### config.mk
export PLATFORM = sky130hd
export DESIGN_NAME = qslerp_div_cell
export DESIGN_NICKNAME = d
export VERILOG_FILES = /design/src/sv/qslerp_pkg.sv /design/src/sv/qslerp_div_cell.sv
export SDC_FILE = /design/constraint.sdc
export NUM_CORES = 1
export LEC_CHECK = 0
export BUFFER_PORTS_ARGS = -buffer_cell sky130_fd_sc_hd__buf_2
export CAP_MARGIN = 20
export CORE_MARGIN = 3
export CORE_UTILIZATION = 47
export DETAILED_ROUTE_END_ITERATION = 8
export GPL_TIMING_DRIVEN = 0
export PLACE_DENSITY = 0.75
export REMOVE_ABC_BUFFERS = 1
export SETUP_SLACK_MARGIN = 0.15
export SYNTH_ARGS = -nofsm -noshare
export SYNTH_HDL_FRONTEND = slang
export SYNTH_SLANG_ARGS = --single-unit
### constraint.sdc
create_clock -name aclk -period 7.4 [get_ports aclk]
set_clock_uncertainty 0.1 [all_clocks]
set_input_delay 1.48 -clock aclk [delete_from_list [all_inputs] [get_ports aclk]]
set_output_delay 1.48 -clock aclk [all_outputs]
set_load 0.01 [all_outputs]
### src/sv/qslerp_pkg.sv
// shared types, constants and helpers for the quaternion slerp pipeline
package qslerp_pkg;

    // fixed point format of all ports
    localparam int FRAC_BITS = 14;
    localparam int ONE = 1 << FRAC_BITS;

    // internal arithmetic sizes
    localparam int ACC_W = 64;
    localparam int QUO_W = 32;
    localparam int CW_W = 34;
    localparam int CORDIC_STEPS = 30;
    localparam int SQRT_STEPS = 32;
    localparam int LDIV_STEPS = 16;
    localparam int WDIV_STEPS = 32;
    localparam logic [31:0] CORDIC_KINV = 32'd652032874;

    // atan(2^-i) in Q1.30
    localparam logic [31:0] ATAN_TAB [CORDIC_STEPS] = '{
        32'd843314857, 32'd497837829, 32'd263043837, 32'd133525159, 32'd67021687,
        32'd33543516, 32'd16775851, 32'd8388437, 32'd4194283, 32'd2097149,
        32'd1048576, 32'd524288, 32'd262144, 32'd131072, 32'd65536,
        32'd32768, 32'd16384, 32'd8192, 32'd4096, 32'd2048,
        32'd1024, 32'd512, 32'd256, 32'd128, 32'd64,
        32'd32, 32'd16, 32'd8, 32'd4, 32'd2
    };

    // configuration register indexes
    localparam logic REG_COS_THRESHOLD = 1'b0;
    localparam logic REG_LENGTH_FLOOR = 1'b1;

    typedef struct packed {
        logic signed [15:0] a_x;
        logic signed [15:0] a_y;
        logic signed [15:0] a_z;
        logic signed [15:0] a_w;
        logic signed [15:0] b_x;
        logic signed [15:0] b_y;
        logic signed [15:0] b_z;
        logic signed [15:0] b_w;
        logic [14:0]        blend;
    } in_t;

    typedef struct packed {
        logic signed [15:0] r_x;
        logic signed [15:0] r_y;
        logic signed [15:0] r_z;
        logic signed [15:0] r_w;
        logic               degenerate;
    } out_t;

    // everything one request carries down the pipeline
    typedef struct packed {
        logic [3:0][15:0] a;
        logic [3:0][16:0] b2;
        logic [14:0]      t;
        logic [3:0][31:0] prod;
        logic [33:0]      dot;
        logic             lin_thr;
        logic [30:0]      cw;
        logic [3:0][17:0] diff;
        logic [60:0]      cwsq;
        logic [3:0][32:0] ldp;
        logic [60:0]      rad;
        logic [3:0][17:0] r;
        logic [3:0][35:0] rsq;
        logic [37:0]      sq;
        logic [30:0]      s;
        logic [20:0]      len;
        logic             use_lin;
        logic             lin_deg;
        logic [3:0]       lneg;
        logic [3:0]       lovf;
        logic [3:0][32:0] lnum;
        logic [3:0][15:0] lq;
        logic [31:0]      th;
        logic [46:0]      thp;
        logic [31:0]      ta;
        logic [31:0]      tb;
        logic [30:0]      sna;
        logic [30:0]      snb;
        logic             ovfa;
        logic             ovfb;
        logic [31:0]      wa;
        logic [31:0]      wb;
        logic [3:0][49:0] pa;
        logic [3:0][49:0] pb;
    } side_t;

    // clamp to the 16 bit signed range
    function automatic logic [15:0] sat16(input logic signed [31:0] v);
        logic [15:0] res;
        if (v > 32'sd32767) begin
            res = 16'h7fff;
        end else if (v < -32'sd32768) begin
            res = 16'h8000;
        end else begin
            res = v[15:0];
        end
        return res;
    endfunction

endpackage

### src/sv/qslerp_div_cell.sv
// one quotient bit of the pipelined restoring divider
module qslerp_div_cell import qslerp_pkg::*; (
    input  logic             aclk,
    input  logic             en,
    input  logic [4:0]       bit_pos,
    input  logic [ACC_W-1:0] rem_in,
    input  logic [QUO_W-1:0] quo_in,
    input  logic [31:0]      den_in,
    output logic [ACC_W-1:0] rem_reg,
    output logic [QUO_W-1:0] quo_reg,
    output logic [31:0]      den_reg
);

    logic [ACC_W-1:0] den_sh;
    logic [ACC_W-1:0] rem_next;
    logic [QUO_W-1:0] quo_next;

    // subtract the shifted divisor when it fits
    always_comb begin
        den_sh = ACC_W'(den_in) << bit_pos;
        if (rem_in >= den_sh) begin
            rem_next = rem_in - den_sh;
            quo_next = quo_in | (QUO_W'(1) << bit_pos);
        end else begin
            rem_next = rem_in;
            quo_next = quo_in;
        end
    end

    always_ff @(posedge aclk) begin
        if (en) begin
            rem_reg <= rem_next;
            quo_reg <= quo_next;
            den_reg <= den_in;
        end
    end

endmodule

Yosys cells after proc, flatten, opt, wreduce, memory -nomap -nowiden. Index checks and enable logic that the tools add are counted.

$add $sub $neg: 1. $lt $le $gt $ge: 1. Shift-type cells: 2. Mux-type cells: 2. Bitwise operators: 1.

Operator list (count): >= comparator 64 bit (1); 2-to-1 mux 64 bit (1); << shifter 32 x 5 -> 64 bit (1); subtractor 64 bit (1); 2-to-1 mux 32 bit (1); OR 32 bit (1); << shifter 1 x 5 -> 32 bit (first input constant) (1).

Bits in registers: 128. Logic and storage cells: 10.

Logic depth before layout (Yosys ltp). Gate-level depths: netlist of run 1.

Word-level depth: 3. Depth in mapped cells: 23. Depth with buffers taken out: 18.

Worst setup path before layout of run 1. OpenSTA, ideal clock, no wires.

Path type: in2reg. Start: input bit_pos[0]. End: register quo_reg[31], data pin. Arrival time: 5.636 ns. Required time: 7.045 ns. Slack: 1.409 ns. Cell stages on the path: 20. Buffers on the path: 4. Cell sequence: buf_2 -> buf_1 -> mux4_2 -> mux2i_1 -> nand2_1 -> nand2_1 -> nor2_1 -> a31oi_1 -> ha_1 -> buf_6 -> a21o_1 -> a211oi_2 -> o211ai_1 -> a221oi_2 -> o211ai_1 -> o211a_4 -> or2_1 -> buf_6 -> and2_4 -> a31o_1.

Longest elaborated chain between the ends: 3. Elaborated cells on any way between the ends: 5. Classes of those cells: 1 x order compare; 2 x shift; 1 x mux; 1 x bitwise.

RTL lines: from (decl) (RTL line qslerp_div_cell.sv:5) `input logic [4:0] bit_pos,`; << shifter 32 x 5 -> 64 bit or << shifter 1 x 5 -> 32 bit (tied branches) (RTL line qslerp_div_cell.sv:20, qslerp_div_cell.sv:23); >= comparator 64 bit or OR 32 bit (tied branches) (RTL line qslerp_div_cell.sv:21, qslerp_div_cell.sv:23); 2-to-1 mux 32 bit * (RTL line qslerp_div_cell.sv:21) `if (rem_in >= den_sh) begin`; net quo_next[31] (RTL line qslerp_div_cell.sv:16) `logic [QUO_W-1:0] quo_next;`; to (signal assigned) (RTL line qslerp_div_cell.sv:33) `quo_reg <= quo_next;`; to (decl) (RTL line qslerp_div_cell.sv:10) `output logic [QUO_W-1:0] quo_reg,`.

Mark *: on every way through the listed nets, which the timed path passes. The rest lies on a longest branch. A chain may end at the register's enable or synchronous reset.

Worst setup path in the final report of run 1.
Start: input bit_pos[1]. End: register rem_reg[25], data pin.

Longest elaborated chain between the ends: 3. Elaborated cells on any way between the ends: 4. Classes of those cells: 1 x add/sub; 1 x order compare; 1 x shift; 1 x mux.

RTL lines: << shifter 32 x 5 -> 64 bit * (RTL line qslerp_div_cell.sv:20) `den_sh = ACC_W'(den_in) << bit_pos;`; subtractor 64 bit or >= comparator 64 bit (tied branches) (RTL line qslerp_div_cell.sv:22, qslerp_div_cell.sv:21); 2-to-1 mux 64 bit * (RTL line qslerp_div_cell.sv:21); net rem_next[25] (RTL line qslerp_div_cell.sv:15) `logic [ACC_W-1:0] rem_next;`; to (signal assigned) (RTL line qslerp_div_cell.sv:32) `rem_reg <= rem_next;`; to (decl) (RTL line qslerp_div_cell.sv:9) `output logic [ACC_W-1:0] rem_reg,`.

Marks and branches as above.

==> results of run 1 <==
## layer usage
layer,up-vias,part of all wire,global-route usage
li1,5123,-,-
met1,5055,0.42,0.369
met2,531,0.46,0.437
met3,63,0.096,0.0661
met4,0,0.024,0.0895
met5,-,0,0
## power by group through the flow
stage / Clock [uW] / Combinational, uW / Sequential (uW)
2_1_floorplan: 0 / 622 / 1030
3_3_place_gp: 0 / 1030 / 968
3_5_place_dp: 0 / 1050 / 968
4_1_cts: 903 / 1060 / 953
5_1_grt: 925 / 1180 / 964
6_report: 892 / 1080 / 951
## timing repair
item                       CTS  global route
setup endpoints to repair    0            30
setup buffers                0             0
resized for setup            0             1
## cell families after synthesis
| family | count (synthesis) | synth area share |
|---|---|---|
| buffers and inverters | 109 | 0.0412 |
| muxes | 62 | 0.0797 |
| AOI/OAI and AO/OA | 419 | 0.246 |
| xor gates and xnor gates | 52 | 0.0411 |
| and+or+nand+nor | 413 | 0.172 |
| adders and majority gates | 64 | 0.0730 |
| DFF | 128 | 0.347 |
## layout make-up
class	count	share of cell area
multi-input combinational	1011	0.515
sequential	128	0.292
timing repair buffer	266	0.107
clock buffer	17	0.0323
tap	313	0.0297
clock inverter	15	0.0141
inverter	32	0.00911
antenna	4	0.000760
## cell usage in the layout (no fill, tap or decap), types with 17 or more instances in the layout
cell type and n:
xnor2_1 30, nor2_1 110, buf_2 260, a21o_1 55, nor3_1 27, clkbuf_16 17, nand3_1 21, nand4_1 27
o21ai_0 77, nand2_1 153, edfxtp_1 128, mux4_2 20, o21bai_1 22, inv_1 29, xor2_1 22, mux2i_1 32
ha_1 63, a21oi_1 144
## worst max path at each step
| stage | startpoint | to | slack (ps) | cells past startpoint |
|---|---|---|---|---|
| after floorplan | bit_pos[0] | rem_reg[60] | 890 | 14 |
| after global placement | bit_pos[0] | rem_reg[60] | -1810 | 15 |
| after detailed placement | bit_pos[1] | quo_reg[21] | -60 | 16 |
| after CTS | bit_pos[1] | quo_reg[16] | 390 | 16 |
| after global routing | bit_pos[1] | rem_reg[25] | 420 | 17 |
| final | bit_pos[1] | rem_reg[25] | 800 | 17 |
## through the flow
step                      cells  TNS, ps  instance area [um^2]  setup WS, ps
after detailed placement   1748     -447                 12500         -63.5
after CTS                  1780        0                 13100           386
after global placement     1745   -85650                 12400         -1810
final                      1786        0                 13200           795
after global routing       1785        0                 13200           416
after floorplan            1170        0                 10700           889
==> results.toml, run 1 <==
[status]
outcome = "complete, no violations"

[critical_path]
critPathArrivalTime_ps = 6690
cp_slowest_stage_delay_ps = 530
worstPathRequired_ps = 7490
crit_chain = "clkbuf_4 > clkinv_1 > nor2_1 > nand2_1 > o21ai_0 > mux2i_1 > o22a_1 > ha_1 > nand2_1 > or2_1 > nor3_1 > nor2b_1 > a22oi_1 > o211a_4 > or2_4 > buf_16 > mux2_1"
crit_buf_inv = 3
slowest_stage = "nor2_1"
cp-start-kind = "input pin"
path_class = "input pin to flop"
crit_family = "simple AND/OR/NAND/NOR gates"
cp-end-kind = "flop"
timing.critical_path.fanout_max = 82
path_common_cell = "nand2_1"

[yosys]
synth_area_leader_cell = "edfxtp_1"
synthDistinctLibCells = 79
synth_edf_count = 128
netlist_area_um2 = 11100
synth_top_area_frac = 0.347
ys_top_cells_by_area = "edfxtp_1 (35%), ha_1 (7.1%), a21oi_1 (6.5%), nand2_1 (5.2%), mux4_2 (4.1%)"
postSynthAreaPerCell_um2 = 8.88
synth-seq-cells = 128
netlist_top_cells_count = "nand2_1 (153), a21oi_1 (144), edfxtp_1 (128)"
yosys_warnings = 0
yosysMostFrequentCell = "nand2_1"
synth_cells = 1247
synth_top_flop_cell = "edfxtp_1"
yosysSeqAreaShare = 0.347
synthArstFlopShare = 0

[placed_design]
port_buffers = 262
place_congestion = 0.969
hpwl_mm = 27.9

[die]
dieArea_um2 = 25500
start_util = 0.483
num_io_pins = 263
rows = 55
die_w_um = 160
chipHeight_um = 160
core-area_um2 = 22900

[hold_path]
hp-class = "input pin to flop"
worstHoldPathCells = 1
hold_start = "den_in[29]"
hold-path-endpoint = "den_reg[29]"

[clock_network]
path_clk_slew_ps = 70
cts_hold_buf = 0
htreeDepth = 4
root_buffer = "clkbuf_16"
tritoncts = "done"
cts_buffers = 17
cts.sinks = 128
cts_buffer_depth = 2

[global_routing]
gr-total-overflow = 0
grt_pass1_wl_mm = 55.7
grt_pass1_vias = 10291
antenna_found_initial = 4
track_usage = 0.274
grt_max_degree = 83

[pwr]
swShare = 0.371
p_switching_uw = 1080
p_per_area_nw_per_um2 = 221
p_int_uw = 1840
seqPwrFrac = 0.326
power.leakage_uw = 0.00559
finalPower_uw = 2920
combPwrFrac = 0.369
p_clk_frac = 0.305
irDropWorstVdd_v = 0.000158

[timing]
relSlewSlack = 0.281
whs_ps = 1170
max_freq_mhz = 151
slew_viol_final = 0
worstMarginPinSlew_ps = 1080
fin_crit_sh = 0.893
period_needed_ps = 6600
hold_viol = 0
setup-violations-final = 0
rsz0062_at_grt = "false"

[drt]
drtIter0Drc = 870
dr.pass1.iters = 7
vias_per_cell = 6.03
route.vias.total = 10772
ant_nets = 0
drc = 0
avgRoutedWirePerCell_um = 20.2
drt_wl_total_mm = 36.1

[finish]
area_delta_synth_final_pct = 18.9
nets = 1655
final_core_util = 0.575
fill_cells = 2128
seqCellArea_um2 = 3840
multi_input_area_um2 = 6790
largest_reg_flops = 64
layout-drive-gt1-share = 0.250

[flow_run]
drv_cap = 0
No activity file was read; power rests on OpenSTA's default activity.
==> run 2: changes to the inputs <==
--- a/config.mk
+++ b/config.mk
@@ -7,11 +7,13 @@
 export LEC_CHECK = 0
 export BUFFER_PORTS_ARGS = -buffer_cell sky130_fd_sc_hd__buf_2
 export CAP_MARGIN = 20
+export CELL_PAD_IN_SITES_DETAIL_PLACEMENT = 0
+export CELL_PAD_IN_SITES_GLOBAL_PLACEMENT = 1
 export CORE_MARGIN = 3
-export CORE_UTILIZATION = 47
+export CORE_UTILIZATION = 41
 export DETAILED_ROUTE_END_ITERATION = 8
 export GPL_TIMING_DRIVEN = 0
-export PLACE_DENSITY = 0.75
+export PLACE_DENSITY = 0.85
 export REMOVE_ABC_BUFFERS = 1
 export SETUP_SLACK_MARGIN = 0.15
 export SYNTH_ARGS = -nofsm -noshare
==> run 2 against run 1 <==
  * Cell count up 1.1%
  * Die area grew 14%
  * Critical path depth up 1
  * Via count down 0.41%
  * Count of clock-buffer cells in the layout rose by 1
  * Setup slack worse by 250 ps
  * Critical path type unchanged
==> results.toml, run 2 (same netlist as run 1, synthesis figures left out) <==
[status]
outcome = "complete, no violations"

[drt]
ant_nets = 0
avgRoutedWirePerCell_um = 20.7
drc = 0
dr.pass1.iters = 5
drtIter0Drc = 963
route.vias.total = 10728
vias_per_cell = 5.94
drt_wl_total_mm = 37.4

[global_routing]
gr-total-overflow = 0
grt_max_degree = 86
grt_pass1_vias = 10015
track_usage = 0.248
grt_pass1_wl_mm = 55.6
antenna_found_initial = 1

[timing]
relSlewSlack = 0.248
slew_viol_final = 0
period_needed_ps = 6850
max_freq_mhz = 146
fin_crit_sh = 0.926
worstMarginPinSlew_ps = 1130
rsz0062_at_grt = "false"
finalSetupTns_ps = 0
setup-violations-final = 0
hold_viol = 0

[clock_network]
path_clk_slew_ps = 70
cts.sinks = 128
htreeDepth = 4
cts_buffers = 17
root_buffer = "clkbuf_16"
tritoncts = "done"
cts_buffer_depth = 2
postCtsSetupBuffers = 0

[die]
num_io_pins = 263
start_util = 0.422
chipHeight_um = 170
dieArea_um2 = 29000
die_w_um = 170
rows = 59
core-area_um2 = 26300

[finish]
final_common_cell = "buf_2"
largest_reg_flops = 64
nets = 1655
area_delta_synth_final_pct = 18.5
final_core_util = 0.500
layout_common_cells = "buf_2 (260), nand2_1 (153), a21oi_1 (144), edfxtp_1 (128), nor2_1 (109)"
layout-drive-gt1-share = 0.250

[hold_path]
hold_start = "den_in[30]"
hp-class = "input pin to flop"
hold-path-endpoint = "den_reg[30]"
worstHoldPathCells = 1

[critical_path]
timing.critical_path.fanout_max = 44
cp-end-kind = "flop"
path_class = "input pin to flop"
crit_chain = "clkbuf_4 > clkinvlp_4 > nor2_2 > nand2_1 > o21ai_0 > mux2i_1 > mux2i_1 > nand2b_1 > ha_1 > nand4_1 > o211a_1 > o21ba_2 > nor4_1 > a21oi_1 > o41ai_1 > a21oi_1 > o211a_1 > a311oi_2"
worstPathRequired_ps = 7570
slowest_stage = "o41ai_1"
cp-start-kind = "input pin"
critPathArrivalTime_ps = 7020
cp_slowest_stage_delay_ps = 770

[pwr]
p_int_uw = 1780
p_switching_uw = 1060
combPwrFrac = 0.382
seqPwrFrac = 0.337
p_clk_frac = 0.282
swShare = 0.372
p_per_area_nw_per_um2 = 216
power.leakage_uw = 0.00554
irDropWorstVdd_v = 0.000132

[flow_run]
drv_cap = 0

[placed_design]
port_buffers = 262
place_congestion = 0.954
hpwl_mm = 29.3
[run 2: power by group through the flow]
stage	Clock, uW	Sequential (uW)	Combinational (uW)
floorplan	0	1030	622
global placement	0	969	1050
detailed placement	0	970	1060
CTS	807	955	1070
global route	843	963	1180
finish	799	954	1080
[run 2: critical path, delay by kind of cell]
family	cells	cell delay [ps]
and+or+nand+nor	5	1150
muxes	2	570
adders and majority gates	1	440
buffers and inverters	2	890
AOI/OAI and AO/OA	8	2490
[run 2: how the worst max path moves through the flow]
stage	startpoint	endpoint	cells past startpoint
6_report	bit_pos[1]	rem_reg[58]	18
2_1_floorplan	bit_pos[0]	rem_reg[60]	14
4_1_cts	bit_pos[1]	quo_reg[22]	17
5_1_grt	bit_pos[1]	rem_reg[58]	18
3_5_place_dp	bit_pos[1]	quo_reg[22]	17
3_3_place_gp	bit_pos[1]	rem_reg[31]	15
[run 2: layout make-up]
| type | count | area, um^2 |
|---|---|---|
| diodes | 1 | 2.50 |
| clock buffers | 18 | 429 |
| clock inverters | 14 | 110 |
| fillers | 2501 | 13100 |
| inverters | 32 | 124 |
| multi-input cells | 1011 | 6790 |
| flip-flops and latches | 128 | 3840 |
| well taps | 335 | 419 |
| repair buffers | 266 | 1420 |
[run 2: through the flow]
| stage | setup slack [ps] | area (um^2) | cells | hold slack, ps | power [uW] |
|---|---|---|---|---|---|
| after floorplan | 889 | 10700 | 1170 | 1480 | 1650 |
| after global placement | -2400 | 12500 | 1767 | 1600 | 2020 |
| after detailed placement | -534 | 12600 | 1771 | 1600 | 2030 |
| after CTS | 154 | 13100 | 1803 | 1160 | 2830 |
| after global routing | 268 | 13100 | 1805 | 1160 | 2990 |
| final | 548 | 13100 | 1805 | 1160 | 2830 |
[run 2: what timing repair did]
action | CTS | global route
cloned | 0 | 1
setup endpoints to repair | 30 | 93
pin swaps | 1 | 1
hold buffers | 0 | 0
resized for setup | 1 | 2
[run 2: per-layer routing]
| layer | wire, um | GRT usage | part of all wire |
|---|---|---|---|
| met1 | 16800 | 0.348 | 0.45 |
| met2 | 16400 | 0.385 | 0.44 |
| met3 | 3160 | 0.0465 | 0.085 |
| met4 | 1040 | 0.0843 | 0.028 |
| met5 | 0 | 0 | 0 |
