File: src/sv/qslerp_pkg.sv
// shared types, constants and helpers for the quaternion slerp pipeline
package qslerp_pkg;

    // fixed point format of all ports
    localparam int FRAC_BITS = 14;
    localparam int ONE = 1 << FRAC_BITS;

    // internal arithmetic sizes
    localparam int ACC_W = 64;
    localparam int QUO_W = 32;
    localparam int CW_W = 34;
    localparam int CORDIC_STEPS = 30;
    localparam int SQRT_STEPS = 32;
    localparam int LDIV_STEPS = 16;
    localparam int WDIV_STEPS = 32;
    localparam logic [31:0] CORDIC_KINV = 32'd652032874;

    // atan(2^-i) in Q1.30
    localparam logic [31:0] ATAN_TAB [CORDIC_STEPS] = '{
        32'd843314857, 32'd497837829, 32'd263043837, 32'd133525159, 32'd67021687,
        32'd33543516, 32'd16775851, 32'd8388437, 32'd4194283, 32'd2097149,
        32'd1048576, 32'd524288, 32'd262144, 32'd131072, 32'd65536,
        32'd32768, 32'd16384, 32'd8192, 32'd4096, 32'd2048,
        32'd1024, 32'd512, 32'd256, 32'd128, 32'd64,
        32'd32, 32'd16, 32'd8, 32'd4, 32'd2
    };

    // configuration register indexes
    localparam logic REG_COS_THRESHOLD = 1'b0;
    localparam logic REG_LENGTH_FLOOR = 1'b1;

    typedef struct packed {
        logic signed [15:0] a_x;
        logic signed [15:0] a_y;
        logic signed [15:0] a_z;
        logic signed [15:0] a_w;
        logic signed [15:0] b_x;
        logic signed [15:0] b_y;
        logic signed [15:0] b_z;
        logic signed [15:0] b_w;
        logic [14:0]        blend;
    } in_t;

    typedef struct packed {
        logic signed [15:0] r_x;
        logic signed [15:0] r_y;
        logic signed [15:0] r_z;
        logic signed [15:0] r_w;
        logic               degenerate;
    } out_t;

    // everything one request carries down the pipeline
    typedef struct packed {
        logic [3:0][15:0] a;
        logic [3:0][16:0] b2;
        logic [14:0]      t;
        logic [3:0][31:0] prod;
        logic [33:0]      dot;
        logic             lin_thr;
        logic [30:0]      cw;
        logic [3:0][17:0] diff;
        logic [60:0]      cwsq;
        logic [3:0][32:0] ldp;
        logic [60:0]      rad;
        logic [3:0][17:0] r;
        logic [3:0][35:0] rsq;
        logic [37:0]      sq;
        logic [30:0]      s;
        logic [20:0]      len;
        logic             use_lin;
        logic             lin_deg;
        logic [3:0]       lneg;
        logic [3:0]       lovf;
        logic [3:0][32:0] lnum;
        logic [3:0][15:0] lq;
        logic [31:0]      th;
        logic [46:0]      thp;
        logic [31:0]      ta;
        logic [31:0]      tb;
        logic [30:0]      sna;
        logic [30:0]      snb;
        logic             ovfa;
        logic             ovfb;
        logic [31:0]      wa;
        logic [31:0]      wb;
        logic [3:0][49:0] pa;
        logic [3:0][49:0] pb;
    } side_t;

    // clamp to the 16 bit signed range
    function automatic logic [15:0] sat16(input logic signed [31:0] v);
        logic [15:0] res;
        if (v > 32'sd32767) begin
            res = 16'h7fff;
        end else if (v < -32'sd32768) begin
            res = 16'h8000;
        end else begin
            res = v[15:0];
        end
        return res;
    endfunction

endpackage

File: src/sv/qslerp_sqrt_cell.sv
// one digit step of the pipelined integer square root
module qslerp_sqrt_cell import qslerp_pkg::*; (
    input  logic             aclk,
    input  logic             en,
    input  logic [5:0]       bit_pos,
    input  logic [ACC_W-1:0] rem_in,
    input  logic [ACC_W-1:0] root_in,
    output logic [ACC_W-1:0] rem_reg,
    output logic [ACC_W-1:0] root_reg
);

    logic [ACC_W-1:0] bit_val;
    logic [ACC_W-1:0] trial;
    logic [ACC_W-1:0] rem_next;
    logic [ACC_W-1:0] root_next;

    // try to set this root bit
    always_comb begin
        bit_val = ACC_W'(1) << bit_pos;
        trial = root_in + bit_val;
        if (rem_in >= trial) begin
            rem_next = rem_in - trial;
            root_next = (root_in >> 1) + bit_val;
        end else begin
            rem_next = rem_in;
            root_next = root_in >> 1;
        end
    end

    always_ff @(posedge aclk) begin
        if (en) begin
            rem_reg <= rem_next;
            root_reg <= root_next;
        end
    end

endmodule

File: config.mk
export PLATFORM = sky130hd
export DESIGN_NAME = qslerp_sqrt_cell
export DESIGN_NICKNAME = d
export VERILOG_FILES = /design/src/sv/qslerp_pkg.sv /design/src/sv/qslerp_sqrt_cell.sv
export SDC_FILE = /design/constraint.sdc
export NUM_CORES = 1
export LEC_CHECK = 0
export ABC_CLOCK_PERIOD_IN_PS = 7000
export BUFFER_PORTS_ARGS = -buffer_cell sky130_fd_sc_hd__buf_4
export CAP_MARGIN = 40
export CORE_MARGIN = 2
export CORE_UTILIZATION = 54
export CTS_CLUSTER_SIZE = 28
export DETAILED_ROUTE_END_ITERATION = 10
export PLACE_DENSITY = 0.79
export SYNTH_ARGS = -nofsm -noshare
export SYNTH_HDL_FRONTEND = slang
export SYNTH_SLANG_ARGS = --single-unit
File: constraint.sdc
create_clock -name aclk -period 7 [get_ports aclk]
set_input_delay 0.35 -clock aclk [delete_from_list [all_inputs] [get_ports aclk]]
set_output_delay 0.35 -clock aclk [all_outputs]
set_load 0.05 [all_outputs]
## Word-level counts from Yosys, hierarchy flattened

Cells that the tools add are included.
Widths: inputs -> output; s select.

| word-level totals | value |
|---|---|
| register bits | 128 |
| input port bits | 136 |
| output and inout bits | 128 |
| word-level logic and storage cells | 10 |

| cells by class | value |
|---|---|
| $add $sub $neg | 3 |
| magnitude comparators | 1 |
| shift operators | 1 |
| muxes and demuxes | 2 |

Operators with widths:

| cell | number |
|---|---|
| $add 63x64->64 | 1 |
| $add 64x64->64 | 1 |
| $ge 64x64->1 | 1 |
| $mux 64 | 1 |
| $shl 1x6->64 const A | 1 |
| $sub 64x64->64 | 1 |
| $mux 63 | 1 |

## Logic depth before layout (Yosys ltp)

Gate-level depths: netlist of run 1.

| depth | value |
|---|---|
| depth in word-level cells | 4 |
| depth in mapped cells | 36 |
| gate-level depth less buffers | 29 |

## Worst setup path after synthesis of run 1

No wires, ideal clock.

| timing path | value |
|---|---|
| path kind | input to register |
| from | input bit_pos[1] |
| to | register root_reg[27] (data pin) |
| setup time | 0.260 ns |
| data arrival time | 6.829 ns |
| data required time | 6.740 ns |
| setup slack | -0.088 ns |
| cell stages on the path | 34 |
| path buffers | 8 |
| cell sequence | buf_2 clkbuf_1 buf_2 buf_1 nand2_1 nor2_1 ha_1 clkbuf_1 nand4_1 nor2_1 o21ai_0 nor4b_1 o211ai_1 nand3_1 a21oi_1 o31ai_1 o221ai_1 o211ai_1 a21boi_1 xor2_1 ha_1 a21o_1 a21o_1 a21oi_1 nor2b_1 o21ai_0 o21ai_0 o21ai_0 nand2_1 o32ai_1 clkbuf_1 buf_2 buf_2 mux2_2 |

| between the ends | value |
|---|---|
| cells in the longest elaborated chain, start to end | 4 |
| elaborated cells between the ends (all ways) | 5 |
| those cells by class | 2 x add/sub; 1 x order compare; 1 x shift; 1 x mux |

Ends and longest elaborated chain:

| item | line | text |
|---|---|---|
| start, declared | qslerp_sqrt_cell.sv:5 | `input logic [5:0] bit_pos,` |
| $shl 1x6->64 * | qslerp_sqrt_cell.sv:19 | `bit_val = ACC_W'(1) << bit_pos;` |
| $add 64x64->64 | qslerp_sqrt_cell.sv:20 | `trial = root_in + bit_val;` |
| $ge 64x64->1 | qslerp_sqrt_cell.sv:21 | `if (rem_in >= trial) begin` |
| $mux 63 * | qslerp_sqrt_cell.sv:21 |  |
| via root_next[27] | qslerp_sqrt_cell.sv:15 | `logic [ACC_W-1:0] root_next;` |
| end signal, assigned | qslerp_sqrt_cell.sv:33 | `root_reg <= root_next;` |
| end, declared | qslerp_sqrt_cell.sv:9 | `output logic [ACC_W-1:0] root_reg` |

The timed path passes the listed nets; every way through them passes the cells marked *.
A chain may end at the register's enable or synchronous reset.

## Final worst setup path of run 1

| timing path | value |
|---|---|
| from | input bit_pos[4] |
| to | register rem_reg[63] (data pin) |

| between the ends | value |
|---|---|
| cells in the longest elaborated chain, start to end | 4 |
| elaborated cells between the ends (all ways) | 5 |
| those cells by class | 2 x add/sub; 1 x order compare; 1 x shift; 1 x mux |

Ends and longest elaborated chain:

| item | line | text |
|---|---|---|
| $shl 1x6->64 * | qslerp_sqrt_cell.sv:19 |  |
| $add 64x64->64 * | qslerp_sqrt_cell.sv:20 |  |
| $sub 64x64->64 or $ge 64x64->1 (tied branches) | qslerp_sqrt_cell.sv:22, qslerp_sqrt_cell.sv:21 |  |
| $mux 64 * | qslerp_sqrt_cell.sv:21 |  |
| via rem_next[63] | qslerp_sqrt_cell.sv:14 | `logic [ACC_W-1:0] rem_next;` |
| end signal, assigned | qslerp_sqrt_cell.sv:32 | `rem_reg <= rem_next;` |
| end, declared | qslerp_sqrt_cell.sv:8 | `output logic [ACC_W-1:0] rem_reg,` |

Marks and branches as above.

==> metrics.md, run 1 <==
| Metric | Value |
|---|---|
| CTS max path bufs | `2` |
| Clock root cell | `clkbuf_16` |
| Period utilization | `96.1%` |
| Initial antenna violation count | `1` |
| Vias in the first global route | `17600` |
| Max-slew violations | `0` |
| Fmax | `149 MHz` |
| Final setup vio count | `0` |
| Relative slew margins | `37.3%` |
| Crit-path max FO | `17` |
| Grt total ovfl | `0` |
| TritonCTS buffer count | `17` |
| Die ar. | `34100 um^2` |
| WP data arrival | `6.92 ns` |
| Vias | `19600` |
| Antenna Nets Post-Route | `0` |
| Worst vdd ir | `175 uV` |
| Io pins | `264` |
| Final hold violation count | `0` |
| Initial drt markers | `2428` |
| # rows | `66` |
| Startpoint types | `primary input` |
| Hold_buf cts | `0` |
| CTS tree | `done` |
| Final setup margin | `0.274 ns` |
| Pleak | `9.38 nW` |
| Seq/Total Area, Yosys | `21.8%` |
| Worst endpoint required time | `7.19 ns` |
| Finished Layout Cells | `3080` |
| Register area | `3840 um^2` |
| First-pass GRT wire length | `97600 um` |
| YS warnings | `0` |
| # resized after CTS | `0` |
| EDFF count, synth | `128` |
| Status | `finished clean` |
| Starting Density | `54.5%` |
| Syn_nets | `2625` |
| Post-DP HPWL | `51700 um` |
| Post-Place Cell Area | `20900 um^2` |
| Die H | `185 um` |
| Power per cell area | `177 nW/um^2` |
| Top FF cell, synth | `edfxtp_1` |
| Residual DRC count | `0` |
| Total wire length | `63800 um` |
| Layout cells sized above 1 | `19.2%` |
| Sum Neg Setup Slack | `0 ns` |
| Routed wire length per instance | `20.7 um` |
| Placed cells | `3047` |
| Layout area overhead | `22.5%` |
| Slew @ Worst Pin | `0.941 ns` |
| GRT Total Usage | `36.6%` |
| CTS clk-pin slew, worst paths | `0.06 ns` |
| Cells after Synth | `2322` |
| CTS sink count | `128` |
| Critical path class | `in -> reg` |
| Post-synthesis register bit count | `128` |
| Max-cap violations | `0` |
| Worst hold path type | `in -> reg` |
| Async set-reset flop share out of synthesis | `0%` |
| Largest net degree at the start of global routing | `72` |
| Pre-CTS setup slack | `0.107 ns` |
| Final Cell Area | `21600 um^2` |
| DIE WIDTH | `185 um` |
| Yosys cell types | `91` |
| Final #Nets | `2927` |
| Post-CTS Setup Inserts | `0` |
| IO Port Bufs | `263` |
| Multi-input logic area | `12900 um^2` |
| Endpoint class of the critical path | `flip-flop` |
| Gp weighted congestion | `1.02` |
| Cell area after synthesis | `17600 um^2` |
| H-tree Lvls | `4` |
| Hold Crit Start | `rem_in[50]` |
| Pre-antenna DRT Iters | `6` |
| Syn Area/Cell | `7.58 um^2` |
| Post-route minimum period | `6.73 ns` |
| Beginning of the critical path | `bit_pos[4]` |
| FILL cells | `2809` |
| RSZ-0062 raised after global routing | `no` |
| Core box area | `32300 um^2` |
| Vias/cell | `6.37` |
[logic make-up (layout without fill, tap and decap cells)]
group | count (synthesis) | in the layout | synth area share [%]
xor gates and xnor gates | 204 | 204 | 10.2
muxes | 8 | 8 | 0.498
buffers and inverters | 221 | 536 | 4.88
DFF | 128 | 128 | 21.8
adders and majority gates | 167 | 167 | 11.9
AOI/OAI and AO/OA | 831 | 831 | 30.0
and+or+nand+nor | 763 | 763 | 20.7
other | 0 | 1 | 0
[routing by layer]
| metal | up-vias | part of all wire (%) | track usage (%) |
|---|---|---|---|
| met3 | 156 | 11 | 7.17 |
| met5 | - | 0 | 0 |
| li1 | 9213 | - | - |
| met2 | 1211 | 40 | 52.0 |
| met1 | 9038 | 45 | 54.6 |
| met4 | 0 | 3.4 | 12.9 |
[worst max-delay path: stages]
cell       delay (ns)
buf_4            0.17
nor4_2           0.50
nand2_1          0.19
xnor2_1          0.16
ha_1             0.22
a31oi_1          0.30
o2bb2ai_1        0.14
a21oi_1          0.30
nor2_1           0.11
a32oi_1          0.32
o21ai_1          0.17
a21oi_1          0.23
o21ai_1          0.14
a221oi_1         0.52
o221ai_1         0.24
xnor2_1          0.40
ha_1             0.38
a21o_1           0.20
a21o_1           0.17
a21oi_1          0.20
o21ai_0          0.17
a21o_1           0.19
a21o_1           0.22
nor4_1           0.30
o211ai_1         0.15
o211ai_1         0.13
xor2_1           0.23
o21ai_0          0.12
[power by group]
part | total [W] | internal, W | switching (W)
combinational | 0.00177 | 0.000629 | 0.00114
clock | 0.00102 | 0.000631 | 0.000386
sequential | 0.00103 | 0.000991 | 0.0000376
total | 0.00381 | 0.00225 | 0.00156
[per-stage QoR]
| step | power [W] | utilization, % | hold WS (ns) |
|---|---|---|---|
| floorplan | 0.00215 | - | 0.462 |
| global placement | 0.00275 | 64.8 | 0.637 |
| detailed placement | 0.00277 | 64.8 | 0.644 |
| CTS | 0.00380 | 66.8 | 0.170 |
| global route | 0.00398 | 66.8 | 0.189 |
| finish | 0.00381 | 66.8 | 0.185 |
[synthesized netlist by cell type (5+ instances only)]
master / n / area share (%)
a211oi_1: 19 / 0.81
a21boi_0: 7 / 0.30
a21o_1: 108 / 4.6
a21oi_1: 228 / 6.5
a221oi_1: 5 / 0.25
a31oi_1: 23 / 0.82
a41oi_1: 9 / 0.45
and2_1: 8 / 0.28
and3_1: 12 / 0.43
buf_1: 10 / 0.21
buf_2: 12 / 0.34
clkbuf_1: 127 / 2.7
edfxtp_1: 128 / 22
ha_1: 166 / 12
inv_1: 69 / 1.5
mux2_2: 5 / 0.32
nand2_1: 262 / 5.6
nand2b_1: 22 / 0.78
nand3_1: 44 / 1.3
nand4_1: 68 / 2.4
nor2_1: 175 / 3.7
nor2b_1: 27 / 0.96
nor3_1: 59 / 1.7
nor4_1: 16 / 0.57
o2111ai_1: 7 / 0.35
o211ai_1: 14 / 0.60
o21a_1: 15 / 0.64
o21ai_0: 226 / 6.4
o21ai_1: 15 / 0.43
o21bai_1: 55 / 2.3
o221ai_1: 6 / 0.30
o31a_1: 5 / 0.25
o31ai_1: 21 / 0.90
o41ai_1: 5 / 0.25
or2_2: 13 / 0.46
or3_1: 20 / 0.71
or4_1: 9 / 0.38
xnor2_1: 136 / 6.8
xor2_1: 68 / 3.4
[cell usage in the layout, fill, tap and decap left out, types with 8 or more instances in the layout]
master / synthesis / routed
or4_1: 9 / 9
a21oi_1: 228 / 228
nand3_1: 44 / 44
o211ai_1: 14 / 14
ha_1: 166 / 166
a31oi_1: 23 / 23
o21a_1: 15 / 15
nand2_1: 262 / 262
edfxtp_1: 128 / 128
nor2b_1: 27 / 27
xnor2_1: 136 / 136
or2_2: 13 / 13
nor2_1: 175 / 175
o31ai_1: 21 / 21
nand4_1: 68 / 68
or3_1: 20 / 20
o21ai_0: 226 / 226
nor3_1: 59 / 59
a41oi_1: 9 / 9
a211oi_1: 19 / 19
clkbuf_16: 0 / 17
o21ai_1: 15 / 15
buf_4: 0 / 427
inv_1: 69 / 69
xor2_1: 68 / 68
and3_1: 12 / 12
o21bai_1: 55 / 55
a21o_1: 108 / 108
nand2b_1: 22 / 22
and2_1: 8 / 8
nor4_1: 16 / 16
[worst paths after layout]
check,to,slack (ns),depth (start not counted)
worst min-delay path,rem_reg[50]$_DFFE_PP_,0.19,3
worst max-delay path,rem_reg[63]$_DFFE_PP_,0.27,28
[layout make-up]
cell class / instances / area share [%]
Antenna cell: 1 / 0.0116
Multi-Input combinational cell: 1973 / 59.9
Sequential cell: 128 / 17.8
Inverter: 70 / 1.22
Clock inverter: 14 / 0.986
Clock buffer: 18 / 1.99
Tap cell: 442 / 2.56
Timing Repair Buffer: 434 / 15.5
(Power assumes the default switching activity.)
==> run 2, diff against run 1 <==
Settings changed: CORE_UTILIZATION 54 to 35, PLACE_DENSITY 0.79 to default.
==> run 2 against run 1 <==
Critical endpoint is now rem_reg[3]$_DFFE_PP_. Setup slack better by 0.30 ns. Critical path type unchanged. Global-route usage shrank 12 points. Combinational power barely moved. Via count down 3.7%. Sequential power is essentially flat. Cell count increased by 8.5%. Cell area increased by 2.3%. Flip-flop and latch count stayed put. Largest cell class unchanged.
==> metrics.md, run 2 (same netlist as run 1, synthesis figures left out) <==
| Metric | Value |
|---|---|
| Status | `finished clean` |
| Critical path class | `in -> reg` |
| Post-route minimum period | `6.43 ns` |
| # rows | `82` |
| Pleak | `9.51 nW` |
| WP data arrival | `6.65 ns` |
| RSZ-0062 raised after global routing | `no` |
| Commonest non-fill, non-tap cells in the layout | `460 x buf_4, 262 x nand2_1, 228 x a21oi_1, 226 x o21ai_0, 175 x nor2_1` |
| Beginning of the critical path | `bit_pos[4]` |
| Die H | `228 um` |
| Crit path max-delay family | `compound AO/OA/AOI/OAI gates` |
| Finished Layout Cells | `3341` |
| Period utilization | `91.8%` |
| Final setup vio count | `0` |
| Initial drt markers | `1662` |
| Gp weighted congestion | `0.970` |
| Most common cell after layout, fill and taps aside | `buf_4` |
| Power per cell area | `170 nW/um^2` |
| Starting Density | `35.3%` |
| Grt total ovfl | `0` |
| CP bufs+invs | `5` |
| Antenna cells | `0` |
| Antenna Nets Post-Route | `0` |
| Total wire length | `66700 um` |
| Vias in the first global route | `17600` |
| Final setup margin | `0.572 ns` |
| CP max stage cell | `or4_4` |
| Clock root cell | `clkbuf_16` |
| Io pins | `264` |
| Final #Nets | `2959` |
| Hold_buf cts | `0` |
| Pre-antenna DRT Iters | `7` |
| Post-DP HPWL | `55400 um` |
| Core box area | `49900 um^2` |
| Vias | `18900` |
| CTS sink count | `128` |
| IO Port Bufs | `263` |
| Die ar. | `52100 um^2` |
| Worst vdd ir | `187 uV` |
| Worst endpoint required time | `7.23 ns` |
| # resized after CTS | `0` |
| Max-cap violations | `0` |
| H-tree Lvls | `4` |
| Endpoint class of the critical path | `flip-flop` |
| Layout cells sized above 1 | `20.2%` |
| Worst hold slack | `0.151 ns` |
| Placed cells | `3309` |
| CTS clk-pin slew, worst paths | `0.06 ns` |
| TritonCTS buffer count | `17` |
| Startpoint types | `primary input` |
| Critical Path Max Stage Delay | `0.55 ns` |
| Max-slew violations | `0` |
| GRT Total Usage | `24.9%` |
| Pre-CTS setup slack | `-0.0934 ns` |
| Initial antenna violation count | `0` |
| Residual DRC count | `0` |
| Post-CTS Setup Inserts | `0` |
| CTS tree | `done` |
| Final Cell Area | `22000 um^2` |
| Crit-path max FO | `52` |
| Post-Place Cell Area | `21400 um^2` |
| Routed wire length per instance | `20.0 um` |
| CTS max path bufs | `2` |
| DIE WIDTH | `228 um` |
| Crit path to | `rem_reg[3]$_DFFE_PP_` |
| Layout area overhead | `25.3%` |
| Fmax | `156 MHz` |
| Vias/cell | `5.65` |
| First-pass GRT wire length | `102000 um` |
| Largest net degree at the start of global routing | `68` |
| Slew @ Worst Pin | `0.883 ns` |
| Worst hold path type | `in -> reg` |
| Crit. path cell count | `27` |
| Final hold violation count | `0` |
| Relative slew margins | `41.1%` |
[run 2: how the worst min path moves through the flow]
stage	from	to	slack, ns	cells after the start
6_report	rem_in[13]	rem_reg[13]$_DFFE_PP_	0.15	3
4_1_cts	rem_in[13]	rem_reg[13]$_DFFE_PP_	0.12	3
5_1_grt	rem_in[12]	rem_reg[12]$_DFFE_PP_	0.14	3
3_5_place_dp	rem_in[60]	rem_reg[60]$_DFFE_PP_	0.65	3
2_1_floorplan	en	rem_reg[0]$_DFFE_PP_	0.46	0
3_3_place_gp	rem_in[55]	rem_reg[55]$_DFFE_PP_	0.65	3
[run 2: routing by layer]
metal | track usage, % | part of all wire (%) | vias up
li1 | - | - | 9279
met1 | 37.6 | 50 | 8826
met2 | 35.6 | 41 | 674
met3 | 3.66 | 6.3 | 107
met4 | 8.95 | 3.3 | 0
met5 | 0 | 0 | -
[run 2: where the power goes]
part	switching (W)	internal, W
clock network	0.000379	0.000555
logic	0.00114	0.000632
registers	0.0000396	0.000991
[run 2: layout make-up]
cell class | instances | area [um^2]
Fill cell | 5115 | 27800
Inverter | 70 | 263
Tap cell | 672 | 841
Sequential cell | 128 | 3840
Clock inverter | 14 | 166
Multi-Input combinational cell | 1973 | 12900
Clock buffer | 18 | 429
Timing Repair Buffer | 466 | 3580
[run 2: per-stage QoR]
step	utilization, %	total power, W	TNS, ns
6_report	44.2	0.00374	0
5_1_grt	44.2	0.00392	0
4_1_cts	44.2	0.00375	0
3_5_place_dp	43.0	0.00280	-1.45
3_3_place_gp	42.9	0.00279	-0.201
2_1_floorplan	-	0.00215	0
